[src/design/rhsv_pkg.sv]
// Package for the RGB to HSV converter: field widths, divider sizes,
// hue sector codes and hue base offsets.
// No dependencies.
package rhsv_pkg;

  // Field widths.
  localparam int COMP_W = 8;
  localparam int HUE_W  = 11;
  localparam int SAT_W  = 8;

  // Fraction bits of the hue within one sector.
  localparam int FRAC_W = 8;

  // Both divisions share one shape: a numerator of component width plus
  // fraction bits over a component-wide divisor, with a quotient of at
  // most FRAC_W + 1 bits.
  localparam int DIV_NUM_W = COMP_W + FRAC_W;
  localparam int DIV_DEN_W = COMP_W;
  localparam int DIV_Q_W   = FRAC_W + 1;

  // Register stages through the divider: entry, one per remaining step,
  // and the result register.
  localparam int DIV_LAT = DIV_Q_W + 1;

  // Hue codes.
  localparam logic [HUE_W-1:0] HUE_FULL       = 11'd1536;
  localparam logic [HUE_W-1:0] HUE_BASE_RED   = 11'd0;
  localparam logic [HUE_W-1:0] HUE_BASE_GREEN = 11'd512;
  localparam logic [HUE_W-1:0] HUE_BASE_BLUE  = 11'd1024;

  // Which component is the largest, with red winning ties over green and
  // green over blue.
  typedef enum logic [1:0] {
    SEC_RED   = 2'd0,
    SEC_GREEN = 2'd1,
    SEC_BLUE  = 2'd2
  } sector_t;

endpackage

[src/design/rhsv_div.sv]
// Pipelined restoring divider, one quotient bit per register stage.
// Depends on nothing but its parameters; the caller guarantees
// num < den * 2**Q_W so the quotient fits Q_W bits.
module rhsv_div #(
  parameter int NUM_W = 16,
  parameter int DEN_W = 8,
  parameter int Q_W   = 9
) (
  input  logic             clk,
  input  logic [NUM_W-1:0] num,
  input  logic [DEN_W-1:0] den,
  output logic [Q_W-1:0]   quot,
  output logic [DEN_W-1:0] rem
);

  // State entering each step.
  logic [DEN_W-1:0] r_rem [Q_W];
  logic [Q_W-1:0]   r_low [Q_W];
  logic [Q_W-1:0]   r_q   [Q_W];
  logic [DEN_W-1:0] r_den [Q_W];

  // Result of each step.
  logic [DEN_W-1:0] rem_next [Q_W];
  logic [Q_W-1:0]   low_next [Q_W];
  logic [Q_W-1:0]   q_next   [Q_W];

  // One compare and subtract per step: shift in the next numerator bit.
  always_comb begin
    logic [DEN_W:0] trial;
    logic [DEN_W:0] diff;
    logic           fits;
    for (int k = 0; k < Q_W; k++) begin
      trial       = {r_rem[k], r_low[k][Q_W-1]};
      diff        = trial - {1'b0, r_den[k]};
      fits        = (trial >= {1'b0, r_den[k]});
      rem_next[k] = fits ? diff[DEN_W-1:0] : trial[DEN_W-1:0];
      low_next[k] = r_low[k] << 1;
      q_next[k]   = {r_q[k][Q_W-2:0], fits};
    end
  end

  // Entry stage takes the top numerator bits as the first remainder.
  always_ff @(posedge clk) begin
    r_rem[0] <= DEN_W'(num[NUM_W-1:Q_W]);
    r_low[0] <= num[Q_W-1:0];
    r_q[0]   <= '0;
    r_den[0] <= den;
    for (int k = 1; k < Q_W; k++) begin
      r_rem[k] <= rem_next[k-1];
      r_low[k] <= low_next[k-1];
      r_q[k]   <= q_next[k-1];
      r_den[k] <= r_den[k-1];
    end
    quot <= q_next[Q_W-1];
    rem  <= rem_next[Q_W-1];
  end

endmodule

[src/design/rgb_to_hsv_converter.sv]
// Top level of the RGB to HSV converter: front-end stages, two divider
// pipelines and the hue assembly stage.
// Depends on rhsv_pkg and rhsv_div.
//
//   Channel  Handshake       Fields                                   Direction
//   input    start / busy    red, green, blue                         in
//   result   done (strobe)   hue_code, saturation, brightness_value   out
//
// A pixel is taken in every cycle in which start is high; busy stays low.
// Each result appears for one cycle with done.
// The latency is set by the divider pipelines, one quotient bit per stage.
// Reset clears only the valid bits; results cannot be held off downstream.
module rgb_to_hsv_converter
  import rhsv_pkg::*;
(
  input  logic              clk,
  input  logic              rst,
  input  logic              start,
  output logic              busy,
  input  logic [COMP_W-1:0] red,
  input  logic [COMP_W-1:0] green,
  input  logic [COMP_W-1:0] blue,
  output logic              done,
  output logic [HUE_W-1:0]  hue_code,
  output logic [SAT_W-1:0]  saturation,
  output logic [COMP_W-1:0] brightness_value
);

  // The pipeline never stalls.
  assign busy = 1'b0;

  // Stage 1: register the pixel.
  logic              s1_valid;
  logic [COMP_W-1:0] s1_red, s1_green, s1_blue;

  always_ff @(posedge clk) begin
    if (rst) begin
      s1_valid <= 1'b0;
    end else begin
      s1_valid <= start && !busy;
    end
  end

  always_ff @(posedge clk) begin
    s1_red   <= red;
    s1_green <= green;
    s1_blue  <= blue;
  end

  // Largest and smallest component, sector and the hue difference operands.
  logic [COMP_W-1:0] s1_max, s1_min, s1_opa, s1_opb;
  sector_t           s1_sec;

  always_comb begin
    s1_min = s1_red;
    if (s1_green < s1_min) s1_min = s1_green;
    if (s1_blue < s1_min) s1_min = s1_blue;
    priority if (s1_red >= s1_green && s1_red >= s1_blue) begin
      s1_max = s1_red;
      s1_sec = SEC_RED;
      s1_opa = s1_green;
      s1_opb = s1_blue;
    end else if (s1_green >= s1_blue) begin
      s1_max = s1_green;
      s1_sec = SEC_GREEN;
      s1_opa = s1_blue;
      s1_opb = s1_red;
    end else begin
      s1_max = s1_blue;
      s1_sec = SEC_BLUE;
      s1_opa = s1_red;
      s1_opb = s1_green;
    end
  end

  // Stage 2.
  logic              s2_valid;
  logic [COMP_W-1:0] s2_max, s2_min, s2_opa, s2_opb;
  sector_t           s2_sec;

  always_ff @(posedge clk) begin
    if (rst) begin
      s2_valid <= 1'b0;
    end else begin
      s2_valid <= s1_valid;
    end
  end

  always_ff @(posedge clk) begin
    s2_max <= s1_max;
    s2_min <= s1_min;
    s2_opa <= s1_opa;
    s2_opb <= s1_opb;
    s2_sec <= s1_sec;
  end

  // Spread, magnitude and sign of the hue difference, and both numerators.
  logic [COMP_W-1:0]    s2_spread, s2_absdiff;
  logic                 s2_neg;
  logic [DIV_NUM_W-1:0] s2_num_sat, s2_num_hue;

  always_comb begin
    s2_spread  = s2_max - s2_min;
    s2_neg     = (s2_opa < s2_opb);
    s2_absdiff = s2_neg ? (s2_opb - s2_opa) : (s2_opa - s2_opb);
    // Full-scale times spread, as (spread << FRAC_W) - spread.
    s2_num_sat = {s2_spread, {FRAC_W{1'b0}}} - DIV_NUM_W'(s2_spread);
    s2_num_hue = {s2_absdiff, {FRAC_W{1'b0}}};
  end

  // Stage 3: divider inputs and the side information.
  logic                 s3_valid;
  logic [COMP_W-1:0]    s3_max, s3_spread;
  logic                 s3_neg;
  sector_t              s3_sec;
  logic [DIV_NUM_W-1:0] s3_num_sat, s3_num_hue;

  always_ff @(posedge clk) begin
    if (rst) begin
      s3_valid <= 1'b0;
    end else begin
      s3_valid <= s2_valid;
    end
  end

  always_ff @(posedge clk) begin
    s3_max     <= s2_max;
    s3_spread  <= s2_spread;
    s3_neg     <= s2_neg;
    s3_sec     <= s2_sec;
    s3_num_sat <= s2_num_sat;
    s3_num_hue <= s2_num_hue;
  end

  // Saturation quotient: full-scale * spread / max.
  logic [DIV_Q_W-1:0]   sat_quot;
  logic [DIV_DEN_W-1:0] sat_rem;

  rhsv_div #(
    .NUM_W (DIV_NUM_W),
    .DEN_W (DIV_DEN_W),
    .Q_W   (DIV_Q_W)
  ) u_div_sat (
    .clk  (clk),
    .num  (s3_num_sat),
    .den  (s3_max),
    .quot (sat_quot),
    .rem  (sat_rem)
  );

  // Hue fraction: 256 * |difference| / spread.
  logic [DIV_Q_W-1:0]   hue_quot;
  logic [DIV_DEN_W-1:0] hue_rem;

  rhsv_div #(
    .NUM_W (DIV_NUM_W),
    .DEN_W (DIV_DEN_W),
    .Q_W   (DIV_Q_W)
  ) u_div_hue (
    .clk  (clk),
    .num  (s3_num_hue),
    .den  (s3_spread),
    .quot (hue_quot),
    .rem  (hue_rem)
  );

  // Side information delayed to line up with the divider results.
  logic              dl_valid [DIV_LAT];
  logic [COMP_W-1:0] dl_max   [DIV_LAT];
  logic              dl_neg   [DIV_LAT];
  logic              dl_gray  [DIV_LAT];
  sector_t           dl_sec   [DIV_LAT];

  always_ff @(posedge clk) begin
    if (rst) begin
      for (int k = 0; k < DIV_LAT; k++) begin
        dl_valid[k] <= 1'b0;
      end
    end else begin
      dl_valid[0] <= s3_valid;
      for (int k = 1; k < DIV_LAT; k++) begin
        dl_valid[k] <= dl_valid[k-1];
      end
    end
  end

  always_ff @(posedge clk) begin
    dl_max[0]  <= s3_max;
    dl_neg[0]  <= s3_neg;
    dl_gray[0] <= (s3_spread == '0);
    dl_sec[0]  <= s3_sec;
    for (int k = 1; k < DIV_LAT; k++) begin
      dl_max[k]  <= dl_max[k-1];
      dl_neg[k]  <= dl_neg[k-1];
      dl_gray[k] <= dl_gray[k-1];
      dl_sec[k]  <= dl_sec[k-1];
    end
  end

  // Hue assembly: sector base plus or minus the floored fraction, or zero for a
  // gray pixel. A negative fraction in the red sector wraps around from the full circle.
  logic [HUE_W-1:0] hue_base, hue_off, hue_next;
  logic [SAT_W-1:0] sat_next;
  logic             hue_round;

  always_comb begin
    hue_round = (hue_rem != '0);
    hue_off   = HUE_W'(hue_quot) + HUE_W'(hue_round);
    unique case (dl_sec[DIV_LAT-1])
      SEC_RED:   hue_base = dl_neg[DIV_LAT-1] ? HUE_FULL : HUE_BASE_RED;
      SEC_GREEN: hue_base = HUE_BASE_GREEN;
      SEC_BLUE:  hue_base = HUE_BASE_BLUE;
      default:   hue_base = HUE_BASE_RED;
    endcase
    if (dl_gray[DIV_LAT-1]) begin
      hue_next = '0;
    end else if (dl_neg[DIV_LAT-1]) begin
      hue_next = hue_base - hue_off;
    end else begin
      hue_next = hue_base + HUE_W'(hue_quot);
    end
    // A black pixel has zero saturation.
    sat_next = (dl_max[DIV_LAT-1] == '0) ? '0 : sat_quot[SAT_W-1:0];
  end

  // Output registers: each result transfer lasts one cycle.
  always_ff @(posedge clk) begin
    if (rst) begin
      done <= 1'b0;
    end else begin
      done <= dl_valid[DIV_LAT-1];
    end
  end

  always_ff @(posedge clk) begin
    hue_code         <= hue_next;
    saturation       <= sat_next;
    brightness_value <= dl_max[DIV_LAT-1];
  end

endmodule

[config.mk]
export PLATFORM = sky130hd
export DESIGN_NAME = rgb_to_hsv_converter
export DESIGN_NICKNAME = d
export VERILOG_FILES = /design/src/design/rhsv_pkg.sv /design/src/design/rhsv_div.sv /design/src/design/rgb_to_hsv_converter.sv
export SDC_FILE = /design/constraint.sdc
export NUM_CORES = 1
export LEC_CHECK = 0
export ABC_CLOCK_PERIOD_IN_PS = 3700
export BUFFER_PORTS_ARGS = -buffer_cell sky130_fd_sc_hd__buf_2
export CAP_MARGIN = 15
export CORE_ASPECT_RATIO = 1.5
export CORE_MARGIN = 3
export CORE_UTILIZATION = 50
export CTS_BUF_LIST = sky130_fd_sc_hd__clkbuf_4 sky130_fd_sc_hd__clkbuf_8
export CTS_CLUSTER_DIAMETER = 120
export CTS_CLUSTER_SIZE = 30
export DETAILED_ROUTE_END_ITERATION = 10
export GPL_TIMING_DRIVEN = 0
export PLACE_DENSITY = 0.66
export SYNTH_ARGS = -nofsm -noshare
export SYNTH_HDL_FRONTEND = slang
export SYNTH_SLANG_ARGS = --single-unit
[constraint.sdc]
create_clock -name clk -period 3.7 [get_ports clk]
set_input_delay 0.37 -clock clk [delete_from_list [all_inputs] [get_ports clk]]
set_output_delay 0.37 -clock clk [all_outputs]
set_load 0.03 [all_outputs]
==> results, run 1 <==
- The flow ran to the end, and the final reports show no timing, DRC or antenna violations.
- The reg-to-reg endpoint is s2_min[0].
- The number of synthesized flops with an enable pin is 0.
- The maximum clock insertion buffer count is 3.
- The final wirelength is 40.88 mm.
- The synthesized design devotes to its leading area cell type between 50% and 60% of total area.
- The I/O pin count is 56.
- The worst hold margin is approximately 0.32 ns.
- Measured along the y axis, the die boundary spans 272.6 um.
- The startpoint identified for the worst register-to-register timing path is s1_red[1].
- Port buffering added 54 buffers.
- The pin slew with the least headroom to its limit is about 0.87 ns.
- The placed instances occupy a cell area of 24700 um2.
- The post-synthesis cell type with the largest combined area is sky130_fd_sc_hd__dfxtp_1.
- The primary flip-flop cell chosen by synthesis mapping is sky130_fd_sc_hd__dfxtp_1.
- The floorplan die area is 50070 um2.
- The first-pass GRT wire length is 67.90 mm.
- In the final layout, the share of cells above drive strength 1 is between 10% and 20%.
- The number of clock buffers inserted by TritonCTS is 24.
- The number of antenna violations at the first check in global routing is 1.
- The instance count along the most critical hold path is 0.
- The synthesized netlist cell count is 2154.
- The global placer's final weighted congestion is 0.9543.
- At the worst endpoint, the required time is 4.27 ns.
- The total of warnings raised by yosys is 0.
- The worst path uses between 90% and 100% of the clock period.
- The total number of H-tree levels is 1.
- A synthesized cell averages 11.00 um2.
- The count of nets left with antenna violations after detail routing is 0.
- The root buffer cell chosen for the clock tree is sky130_fd_sc_hd__clkbuf_8.
- The number of nets produced by synthesis is 2411.
- The number of remaining DRC errors is 0.
- The aggregate global routing overflow is 0.
- The final period demand of the worst path is around 3.5 ns.
- Walking the worst path, the cells encountered are ha_1 > nor2b_1 > o211ai_1 > a21oi_2 > nor2_4 > mux2i_2 > ha_1 > a21o_1 > a211oi_1 > nor2_1 > a211oi_1 > nand3b_1 > clkbuf_4 > mux2_2.
- Measured against its own limit, the worst slew margin works out to 41.99%.
- The cell area that synthesis handed to floorplanning was between 20000 and 25000 um2.
- The part of the Yosys area used for sequential elements is 50.80%.
- The largest net degree at the start of global routing is 31.
- In the synthesized netlist the async set-or-reset flop fraction comes to 0%.
- In the final routed layout, each cell accounts on average for 14.30 um.
- Setup repair after global routing left no endpoint under its margin.
- The number of pins exceeding their max-slew limit in the final report is 0.
- The achievable frequency is 282.9 MHz.
- The flop-to-flop setup slack is 0.16 ns.
- The finished cells cover 25410 um2.
- The first routing iteration left 463 violations.
- The worst setup path is captured at a flip-flop.
- The CTS tree is built.
- The critical path is of the flip-flop to flip-flop type.
- The area overhead of the layout relative to synthesis is 7.275%.
- The number of nets in the layout is 2520.
- Clock skew on the completed layout was measured at 0.07173 ns.
- Max-cap violations in this run came to 0.
- For this block, the via count after detailed routing is between 10000 and 15000.
- The number of sinks on the clock net is 601.
- The path class of the tightest hold or removal check is flip-flop to flip-flop.
- The startpoint of the most critical hold path is u_div_sat.r_low[0][61].
- After synthesis the netlist holds a flip-flop and latch count of 601.
- The overall die width is 183.7 um.
- Along the worst path, the maximum fanout reaches 8.
- Yosys mapped the design onto 66 distinct sky130hd cell types.
- For this run, the detailed router's first-pass iteration total came to 5.
- Clock-pin slew was measured on the worst setup and hold paths at 0.17 ns.
- Sorting the synthesized cells by area gives the leading types as sky130_fd_sc_hd__dfxtp_1, sky130_fd_sc_hd__ha_1, sky130_fd_sc_hd__mux2_2, sky130_fd_sc_hd__mux2i_1, sky130_fd_sc_hd__inv_1.
- The via count of the first global-routing pass is 15390.
- The highest cell delay on the worst timing path is 0.51 ns.
- The site row count is 97.
- Setup violations remaining at the end of the flow were counted as 0.
- After detailed routing, the number of vias per cell comes to 5.215.
- On the critical path, the stage with the largest delay is an instance of sky130_fd_sc_hd__dfxtp_1.
- The overall fraction of global-route tracks in use is 16.16%.
- The core region area is 46730 um2.
- The number of hold violations in the final report is 0.
- The starting density of the core is approximately half.
- The final HPWL from detailed placement is about 32 mm.
- The path with the worst hold slack has its endpoint at u_div_sat.r_low[0][71].
- The startpoint type of the worst setup path is a flip-flop.
- The data arrival at the endpoint of the critical path is 4.10 ns.
- For the worst-skew pair, the clock arrives at the later sink with an insertion delay of ~0.65 ns.
- Counting cells, the worst reg-to-reg path comes to 14.
[registers in the layout (all words and copies together), names as in the netlist, 9 cells and up]
name and cells:
s3_num_sat 16, hue_code 11, u_div_sat.r_q 28, dl_neg 10, dl_sec 20, u_div_hue.r_q 36, u_div_hue.quot 9, dl_gray 10
u_div_hue.r_den 72, dl_max 72, dl_valid 10, u_div_hue.r_rem 71, u_div_sat.r_rem 71, u_div_sat.r_low 36
[how the worst max path moves through the flow]
stage / from / end / slack [ns]
final: s1_red[1] / s2_min[0] / 0.16
after global routing: s1_red[1] / s2_min[0] / 0.00003
after CTS: s1_green[5] / s2_min[0] / 0.005
after detailed placement: s1_green[7] / s2_min[0] / -0.30
after global placement: s1_green[5] / s2_min[0] / -0.31
after floorplan: s1_green[1] / s2_min[0] / 0.39
[through the flow]
step	instances	worst slack [ns]	utilization, %	TNS, ns
finish	2859	0.1649	54.37	0
CTS	2858	0.004675	54.32	0
global placement	2802	-0.3061	52.86	-1.624
global route	2859	0.00002842	54.37	0
detailed placement	2802	-0.3007	52.86	-1.587
floorplan	2154	0.3905	-	0
[worst max-delay path: cells and delay by family (launching register included)]
family | cells | cell delay (ns)
AND/OR/NAND/NOR | 4 | 0.52
buffers and inverters | 1 | 0.21
multiplexers | 2 | 0.55
flip-flops | 1 | 0.51
AO/OA/AOI/OAI | 5 | 1.10
adder cells (fa/ha/maj) | 2 | 0.57
[layer usage]
metal	vias to the layer above	wire [um]	GRT usage, %
met5	-	0	0
met2	247	23110	33.82
met4	0	2643	10.35
met1	6953	14230	14.08
li1	7561	-	-
met3	149	896	1.465
[logic make-up after synthesis]
family	synth area share (%)
simple gates	9.573
flops	50.80
mux	9.340
buf+inv	4.538
other cells	0.01583
xor+xnor	1.474
fa+ha+maj	12.78
compound gates	11.47
[placed cells by master, fill, tap and decap left out, types with 5 or more instances in the layout]
master,count
sky130_fd_sc_hd__nand3_1,28
sky130_fd_sc_hd__clkbuf_8,25
sky130_fd_sc_hd__a21oi_1,38
sky130_fd_sc_hd__a21o_1,27
sky130_fd_sc_hd__nand4_1,28
sky130_fd_sc_hd__buf_2,59
sky130_fd_sc_hd__o31ai_1,17
sky130_fd_sc_hd__o21ai_1,9
sky130_fd_sc_hd__mux2i_1,105
sky130_fd_sc_hd__a211oi_1,23
sky130_fd_sc_hd__o311a_1,15
sky130_fd_sc_hd__o21ai_0,86
sky130_fd_sc_hd__dfxtp_1,596
sky130_fd_sc_hd__o21a_1,40
sky130_fd_sc_hd__nor2_1,177
sky130_fd_sc_hd__o41ai_4,16
sky130_fd_sc_hd__dlygate4sd3_1,26
sky130_fd_sc_hd__nor3_1,19
sky130_fd_sc_hd__o31a_1,21
sky130_fd_sc_hd__xnor2_1,29
sky130_fd_sc_hd__mux2_2,100
sky130_fd_sc_hd__nor2b_1,71
sky130_fd_sc_hd__a21boi_0,27
sky130_fd_sc_hd__or4b_2,16
sky130_fd_sc_hd__inv_1,264
sky130_fd_sc_hd__o211ai_1,5
sky130_fd_sc_hd__nand2_1,43
sky130_fd_sc_hd__fa_1,20
sky130_fd_sc_hd__ha_1,210
sky130_fd_sc_hd__xor2_1,9
sky130_fd_sc_hd__or2_2,16
sky130_fd_sc_hd__or4_1,7
sky130_fd_sc_hd__and2_1,14
[area by class of cell]
class	instances	area [um2]
sequential	601	12040
tap	594	743.2
antenna	1	2.502
clock inverter	1	30.03
buffer	12	66.31
multi-input combinational	1275	10590
timing repair buffer	83	565.5
clock buffer	26	351.6
inverter	266	1011
fill	3961	21320
[timing repair]
item                                    CTS  global route
endpoints found under the hold margin    29             0
gates resized for setup                   2            11
buffers inserted                          3             0
hold buffers                             26             0
endpoints found under the setup margin    8             8
pin swaps                                 1             1
[Yosys cell counts, types with 17 or more instances]
master                     count
sky130_fd_sc_hd__a211oi_1     23
sky130_fd_sc_hd__a21boi_0     27
sky130_fd_sc_hd__a21o_1       27
sky130_fd_sc_hd__a21oi_1      39
sky130_fd_sc_hd__dfxtp_1     601
sky130_fd_sc_hd__fa_1         20
sky130_fd_sc_hd__ha_1        210
sky130_fd_sc_hd__inv_1       264
sky130_fd_sc_hd__mux2_2      100
sky130_fd_sc_hd__mux2i_1     107
sky130_fd_sc_hd__nand2_1      43
sky130_fd_sc_hd__nand3_1      28
sky130_fd_sc_hd__nand4_1      28
sky130_fd_sc_hd__nor2_1      177
sky130_fd_sc_hd__nor2b_1      71
sky130_fd_sc_hd__nor3_1       19
sky130_fd_sc_hd__o21a_1       40
sky130_fd_sc_hd__o21ai_0      87
sky130_fd_sc_hd__o31a_1       21
sky130_fd_sc_hd__o31ai_1      17
sky130_fd_sc_hd__xnor2_1      29
Power of run 1 is left out: the tool's default activity adds up to more than one toggle a clock period on the data nets, which glitch-free logic cannot reach.
==> run 2: changes to the inputs <==
- CELL_PAD_IN_SITES_DETAIL_PLACEMENT: not set -> 1
- CELL_PAD_IN_SITES_GLOBAL_PLACEMENT: not set -> 1
- CORE_UTILIZATION: 50 -> 40
- PLACE_DENSITY: 0.66 -> not set
- PLACE_DENSITY_LB_ADDON: not set -> 0.1
==> results, run 2 (synthesis results as in run 1) <==
- The run finished with clean final reports.
- The number of nets in the layout is 2522 (+0.079%).
- The critical path class is flip-flop to flip-flop.
- Net switching is 38.64% of the power.
- The via-per-instance ratio is 4.929 (-5.5%).
- The pin slew with the least headroom to its limit is 0.9115 ns (+0.04135 ns).
- The number of pins exceeding their max-slew limit in the final report is 0 (unchanged).
- The via count of the first global-routing pass is 16490 (+7.2%).
- The length of the first detailed-routing pass in iterations is 4 (-1).
- The overall fraction of global-route tracks in use is 15.14% (-1.0 points).
- The I/O pin count is 56 (unchanged).
- The type of element capturing the critical path is a flip-flop.
- For this design the ratio of total power to cell area is 1038 nW/um2.
- The source-to-sink clock delay at the later pin of the worst-skew pair is 0.66 ns (about the same).
- The quantity of I/O buffers inserted on ports is 54 (unchanged).
- TritonCTS built the clock tree.
- Internal power comes to about 0.016 W.
- The largest registers in the layout are dl_max: 72 flops, u_div_hue.r_den: 72 flops.
- The leakage power is 11.70 nW.
- The highest cell delay on the worst timing path was 0.43 ns (-0.08 ns).
- The share of post-route cells with drive strength above 1 came to 11.87% (+0.52 points).
- The first-pass GRT wire length is 78.10 mm (+15%).
- The setup slack after layout is 0.1891 ns (+0.02419 ns).
- The slowest stage of the critical path belongs to the cell sky130_fd_sc_hd__dfxtp_4.
- The cell area after placement is 24920 um2 (+0.89%).
- The starting density of the core came to 40.67% (-10 points).
- The cell type with the highest occurrence count on the critical path is sky130_fd_sc_hd__ha_1.
- The via count is 14970 (+0.40%).
- The final setup violation count is 0 (unchanged).
- The number of DRC violations after detailed-routing iteration 0 is 439 (-5.2%).
- The aggregate global routing overflow is 0 (unchanged).
- The number of clock buffers inserted by TritonCTS is 24 (unchanged).
- The core region area is 58240 um2 (+25%).
- The largest voltage drop on the vdd net is 0.3351 mV.
- The count of nets left with antenna violations after detail routing came to 0 (unchanged).
- The achievable frequency came to 284.8 MHz (+0.69%).
- The number of antenna violations at the first check in global routing is 1 (unchanged).
- The overall die width is 204.7 um (+11%).
- The sequential fraction of design power is 38.5%.
- The final standard cell area without fillers is 25700 um2 (+1.1%).
- The number of remaining DRC errors is 0 (unchanged).
- The fill cell total of the finished layout is 6350 (+60%).
- The required time at the worst-slack endpoint is 4.27 ns (about the same).
- The placement-stage worst setup slack is -0.5357 ns (-0.2350 ns).
- The worst-case clock skew came to 0.06496 ns (-0.006773 ns).
- The global placer's final weighted congestion is 0.9714 (+1.8%).
- The proportion of power drawn by the clock network is a little under a tenth.
- The master cell of the clock root buffer is sky130_fd_sc_hd__clkbuf_8.
- The type of the worst min-delay path is flip-flop to flip-flop.
- The area growth from synthesis to layout is 8.495%.
- The maximum clock insertion buffer count is 3 (unchanged).
- The total number of H-tree levels is 1 (unchanged).
- The height of the chip is 304.0 um (+12%).
- The average routed wire per standard cell is 15.49 um (+8.3%).
- The floorplan die area is 62230 um2 (+24%).
- The largest fanout of any net on the critical path is 8 (unchanged).
- The max-capacitance violation count is 0 (unchanged).
- The commonest non-fill, non-tap cell in the layout is sky130_fd_sc_hd__dfxtp_1.
- The number of hold violations in the final report was 0 (unchanged).
- The portion of the clock cycle consumed by the worst path in the final layout came to 94.89% (-0.65 points).
- The number of sinks on the clock net is 601 (unchanged).
- The relative slew slack is 39.24% (-2.8 points).
- The final period demand of the worst path is 3.511 ns (-0.02419 ns).
- The clock-pin slew on the worst setup and hold paths is 0.18 ns (about the same).
- The worst setup path is launched from a flip-flop.
- The site row count is 108 (+11%).
- The total buffers and inverters traversed by the critical path is 3 (+2).
- The family with the most delay on the worst path is simple AND/OR/NAND/NOR gates.
- The final HPWL from detailed placement was 37.63 mm (+19%).
- The signal on the critical path passes through inv_1 > ha_1 > nand2_1 > o21ai_1 > o21a_1 > nor2_4 > buf_4 > mux2i_4 > ha_1 > and4_1 > o2111ai_1 > nor4_1 > nand3b_1 > buf_6 > mux2_2.
- The data arrival at the endpoint of the critical path was 4.08 ns (-0.02 ns).
- The part of the total power dissipated in combinational logic is 52.2%.
- The net switching power is 0.01031 W.
- The final wirelength is 47.04 mm (+15%).
- The largest net degree at the start of global routing is 31 (unchanged).
- Leaving out fill and tap cells, the most frequent cells in the layout are sky130_fd_sc_hd__dfxtp_1, sky130_fd_sc_hd__inv_1, sky130_fd_sc_hd__ha_1, sky130_fd_sc_hd__nor2_1, sky130_fd_sc_hd__mux2i_1.
==> run 2: cell count changes in the layout (fill, tap and decap cells not counted), moves of 2 or more <==
cell and change:
sky130_fd_sc_hd__dfxtp_1 -5, sky130_fd_sc_hd__dfxtp_4 +3, sky130_fd_sc_hd__buf_4 +3, sky130_fd_sc_hd__mux2i_4 +2, sky130_fd_sc_hd__mux2i_1 -3, sky130_fd_sc_hd__dfxtp_2 +2
==> run 2: area by class of cell <==
class	instances	area, um2	share of cell area, %
sequential	601	12060	46.92
multi-input combinational	1275	10640	41.42
inverter	266	1011	3.934
tap	770	963.4	3.749
timing repair buffer	85	568.0	2.211
clock buffer	26	351.6	1.368
buffer	12	70.07	0.2727
clock inverter	1	30.03	0.1169
antenna	1	2.502	0.009739
==> run 2: power groups by stage <==
stage / registers, W / logic, W / clock network (W)
floorplan: 0.0103 / 0.0108 / 0
global placement: 0.0104 / 0.0136 / 0
detailed placement: 0.0105 / 0.0140 / 0
CTS: 0.0103 / 0.0142 / 0.00267
global route: 0.0106 / 0.0157 / 0.00288
finish: 0.0103 / 0.0139 / 0.00248
==> run 2: through the flow <==
stage                     power (W)  util [%]  hold WS [ns]  setup TNS (ns)  instances
after global routing        0.02916     44.12        0.2552       -0.001597       3037
after floorplan             0.02106         -        0.3096               0       2154
after CTS                   0.02719     43.96        0.2402               0       3033
final                       0.02668     44.12        0.3164               0       3037
after global placement      0.02396     42.78        0.3101          -3.367       2978
after detailed placement    0.02454     42.78        0.3132          -3.536       2978
==> run 2: routing by layer <==
| layer | up-vias | routed length, um | part of all wire [%] | GRT usage (%) |
|---|---|---|---|---|
| met5 | - | 0 | 0 | 0 |
| met4 | 0 | 1982 | 4.2 | 6.134 |
| met3 | 90 | 996 | 2.1 | 1.541 |
| met2 | 142 | 28260 | 60 | 33.16 |
| met1 | 7186 | 15790 | 34 | 13.19 |
| li1 | 7552 | - | - | - |
==> run 2: path summary, 6_finish.rpt <==
| kind | startpoint | end | slack (ns) | cells after the start |
|---|---|---|---|---|
| setup / recovery | s1_green[7] | s2_min[0] | 0.19 | 15 |
| hold / removal | dl_gray[2] | dl_gray[3] | 0.32 | 0 |
| setup reg to reg | s1_green[7] | s2_min[0] | 0.19 | 15 |
| hold reg to reg | dl_gray[2] | dl_gray[3] | 0.32 | 0 |
==> run 2: repair_timing <==
item | 4_1_cts | 5_1_grt
endpoints found under the setup margin | 8 | 8
pin swaps | 1 | 3
hold buffers | 26 | 0
gates resized for setup | 11 | 20
endpoints found under the hold margin | 29 | 0
buffers inserted | 2 | 3
==> run 2: worst reg2reg max path, stage by stage (launching register included) <==
cell,delay (ns)
sky130_fd_sc_hd__dfxtp_4,0.43
sky130_fd_sc_hd__inv_1,0.11
sky130_fd_sc_hd__ha_1,0.33
sky130_fd_sc_hd__nand2_1,0.06
sky130_fd_sc_hd__o21ai_1,0.25
sky130_fd_sc_hd__o21a_1,0.23
sky130_fd_sc_hd__nor2_4,0.07
sky130_fd_sc_hd__buf_4,0.16
sky130_fd_sc_hd__mux2i_4,0.20
sky130_fd_sc_hd__ha_1,0.33
sky130_fd_sc_hd__and4_1,0.21
sky130_fd_sc_hd__o2111ai_1,0.16
sky130_fd_sc_hd__nor4_1,0.25
sky130_fd_sc_hd__nand3b_1,0.16
sky130_fd_sc_hd__buf_6,0.16
sky130_fd_sc_hd__mux2_2,0.34
Power figures use the tool's default switching activity.
==> run 3: changes to the inputs <==
- CELL_PAD_IN_SITES_DETAIL_PLACEMENT: 1 -> not set
- CELL_PAD_IN_SITES_GLOBAL_PLACEMENT: 1 -> not set
- PLACE_DENSITY_LB_ADDON: 0.1 -> not set
==> results, run 3 (synthesis results as in run 1) <==
- The flow ran to the end, and the final reports show no timing, DRC or antenna violations.
- The number of remaining DRC errors is 0 (unchanged).
- The number of pins exceeding their max-slew limit in the final report came to 0 (unchanged).
- The via count of the first global-routing pass is 15110 (-8.4%).
- The commonest non-fill, non-tap cell in the layout is sky130_fd_sc_hd__dfxtp_1.
- The cell count of the worst reg-to-reg path was 15 (unchanged).
- The relative slew slack is 45.20% (+6.0 points).
- The worst hold path terminates at u_div_hue.r_q[8][2].
- The number of sinks on the clock net was 601 (unchanged).
- The setup slack after layout was 0.2288 ns (+0.03968 ns).
- The source-to-sink clock delay at the later pin of the worst-skew pair came to 0.65 ns (about the same).
- The worst setup path is of the flip-flop to flip-flop kind.
- The CTS tree is built.
- The fill cell total of the finished layout is 5415 (-15%).
- The pin slew with the least headroom to its limit is 0.8219 ns (-0.08952 ns).
- The quantity of I/O buffers inserted on ports is 54 (unchanged).
- The type of element capturing the critical path is a flip-flop.
- The cell area after placement came to 24920 um2 (unchanged).
- The number of antenna violations at the first check in global routing is 1 (unchanged).
- In this run the most critical hold path is launched from u_div_hue.r_q[7][1].
- The first-pass GRT wire length is 67.97 mm (-13%).
- The overall die width came to 204.7 um (unchanged).
- STA classifies the critical path startpoint as a flip-flop.
- The data arrival at the endpoint of the critical path was 4.04 ns (-0.04 ns).
- The final period demand of the worst path is 3.471 ns (-0.03968 ns).
- The via count came to 14670 (-2.0%).
- The largest fanout of any net on the critical path is 8 (unchanged).
- The type of the worst min-delay path is flip-flop to flip-flop.
- The max-capacitance violation count is 0 (unchanged).
- The I/O pin count came to 56 (unchanged).
- The number of DRC violations after detailed-routing iteration 0 was 424 (-3.4%).
- The final wirelength is 40.41 mm (-14%).
- The via-per-instance ratio is 4.831 (-2.0%).
- The accumulated negative setup slack is 0 ns (unchanged).
- The floorplan die area is 62230 um2 (unchanged).
- The count of nets left with antenna violations after detail routing was 0 (unchanged).
- The root buffer cell chosen for the clock tree is sky130_fd_sc_hd__clkbuf_8.
- The starting density of the core is 40.67% (unchanged).
- The instance count along the most critical hold path is 0 (unchanged).
- The area overhead of the layout relative to synthesis is 8.194%.
- The average routed wire per standard cell is 13.31 um (-14%).
- The placement-stage worst setup slack is -0.2322 ns (+0.3035 ns).
- The largest registers in the layout are dl_max: 72 flops, u_div_hue.r_den: 72 flops.
- The core region area is 58240 um2 (unchanged).
- The maximum clock insertion buffer count was 3 (unchanged).
- The share of post-route cells with drive strength above 1 came to 11.52% (-0.35 points).
- The height of the chip is 304.0 um (unchanged).
- The final standard cell area without fillers is 25620 um2 (-0.28%).
- The number of nets in the layout is 2521 (-0.040%).
- The worst-case clock skew is 0.05656 ns (-0.008397 ns).
- The final setup violation count came to 0 (unchanged).
- The achievable frequency came to 288.1 MHz (+1.1%).
- In the layout the commonest cells are sky130_fd_sc_hd__dfxtp_1, sky130_fd_sc_hd__inv_1, sky130_fd_sc_hd__ha_1, sky130_fd_sc_hd__nor2_1, sky130_fd_sc_hd__mux2i_1.
- The utilization after layout is 44.00% (-0.12 points).
- The total number of H-tree levels is 1 (unchanged).
- The length of the first detailed-routing pass in iterations is 4 (unchanged).
- The required time at the worst-slack endpoint is 4.27 ns (about the same).
- The largest net degree at the start of global routing is 31 (unchanged).
- The site row count is 108 (unchanged).
- The reg-to-reg endpoint is s2_min[0].
- Setup repair after global routing left no endpoint under its margin.
- The aggregate global routing overflow is 0 (unchanged).
- The global placer's final weighted congestion is 0.9010 (-7.2%).
- The portion of the clock cycle consumed by the worst path in the final layout was 93.82% (-1.1 points).
- The startpoint identified for the worst register-to-register timing path is s1_green[3].
- The flop-to-flop setup slack came to 0.23 ns (+0.04 ns).
- The overall fraction of global-route tracks in use is 12.89% (-2.3 points).
- The number of hold violations in the final report came to 0 (unchanged).
- The clock-pin slew on the worst setup and hold paths is 0.17 ns (about the same).
- The final HPWL from detailed placement was 31.52 mm (-16%).
- The number of clock buffers inserted by TritonCTS is 24 (unchanged).
==> run 3: timing repair <==
item / in CTS / in global routing
endpoints found under the hold margin: 29 / 0
hold buffers: 26 / 0
setup buffers: 3 / 1
pin swaps: 1 / 0
gates resized for setup: 1 / 13
endpoints found under the setup margin: 8 / 8
==> run 3: stage by stage <==
step / cells / hold slack, ns
floorplan: 2154 / 0.3096
global placement: 2978 / 0.3104
detailed placement: 2978 / 0.3121
CTS: 3034 / 0.2518
global route: 3036 / 0.2808
finish: 3036 / 0.3301
==> run 3: critical path: stages, from the launching register on <==
cell                       delay (ns)
sky130_fd_sc_hd__dfxtp_2         0.44
sky130_fd_sc_hd__inv_1           0.11
sky130_fd_sc_hd__ha_1            0.33
sky130_fd_sc_hd__nand4_1         0.16
sky130_fd_sc_hd__o21a_1          0.26
sky130_fd_sc_hd__nor2_4          0.18
sky130_fd_sc_hd__buf_4           0.18
sky130_fd_sc_hd__mux2i_1         0.27
sky130_fd_sc_hd__ha_1            0.30
sky130_fd_sc_hd__and4_1          0.22
sky130_fd_sc_hd__o21ai_0         0.07
sky130_fd_sc_hd__nor2_1          0.07
sky130_fd_sc_hd__a211oi_2        0.21
sky130_fd_sc_hd__nand3b_1        0.09
sky130_fd_sc_hd__clkbuf_4        0.21
sky130_fd_sc_hd__mux2_2          0.29
==> run 3: final cells by class <==
class	count	area (um2)	share of cell area, %
well taps	770	963.4	3.760
plain buffers	12	66.31	0.2588
clock inverters	1	30.03	0.1172
inverters	266	1011	3.945
repair buffers	84	560.5	2.187
multi-input cells	1275	10600	41.36
flip-flops and latches	601	12040	46.99
diodes	1	2.502	0.009766
clock buffers	26	351.6	1.372
==> run 3: layer usage <==
| metal | vias to the layer above | share of wire, % | GRT usage [%] |
|---|---|---|---|
| met3 | 114 | 2.6 | 1.402 |
| met2 | 192 | 56 | 26.70 |
| met5 | - | 0 | 0 |
| met4 | 0 | 5.1 | 6.230 |
| li1 | 7566 | - | - |
| met1 | 6794 | 36 | 12.06 |
==> run 3: worst max path at each step <==
stage	from	to	slack [ns]
6_report	s1_green[3]	s2_min[0]	0.23
5_1_grt	s1_green[3]	s2_min[0]	0.03
4_1_cts	s1_green[7]	s2_min[0]	0.03
3_5_place_dp	s1_green[7]	s2_min[0]	-0.23
3_3_place_gp	s1_green[7]	s2_min[0]	-0.14
2_1_floorplan	s1_green[1]	s2_min[0]	0.39
Power of run 3 is left out for the same reason.
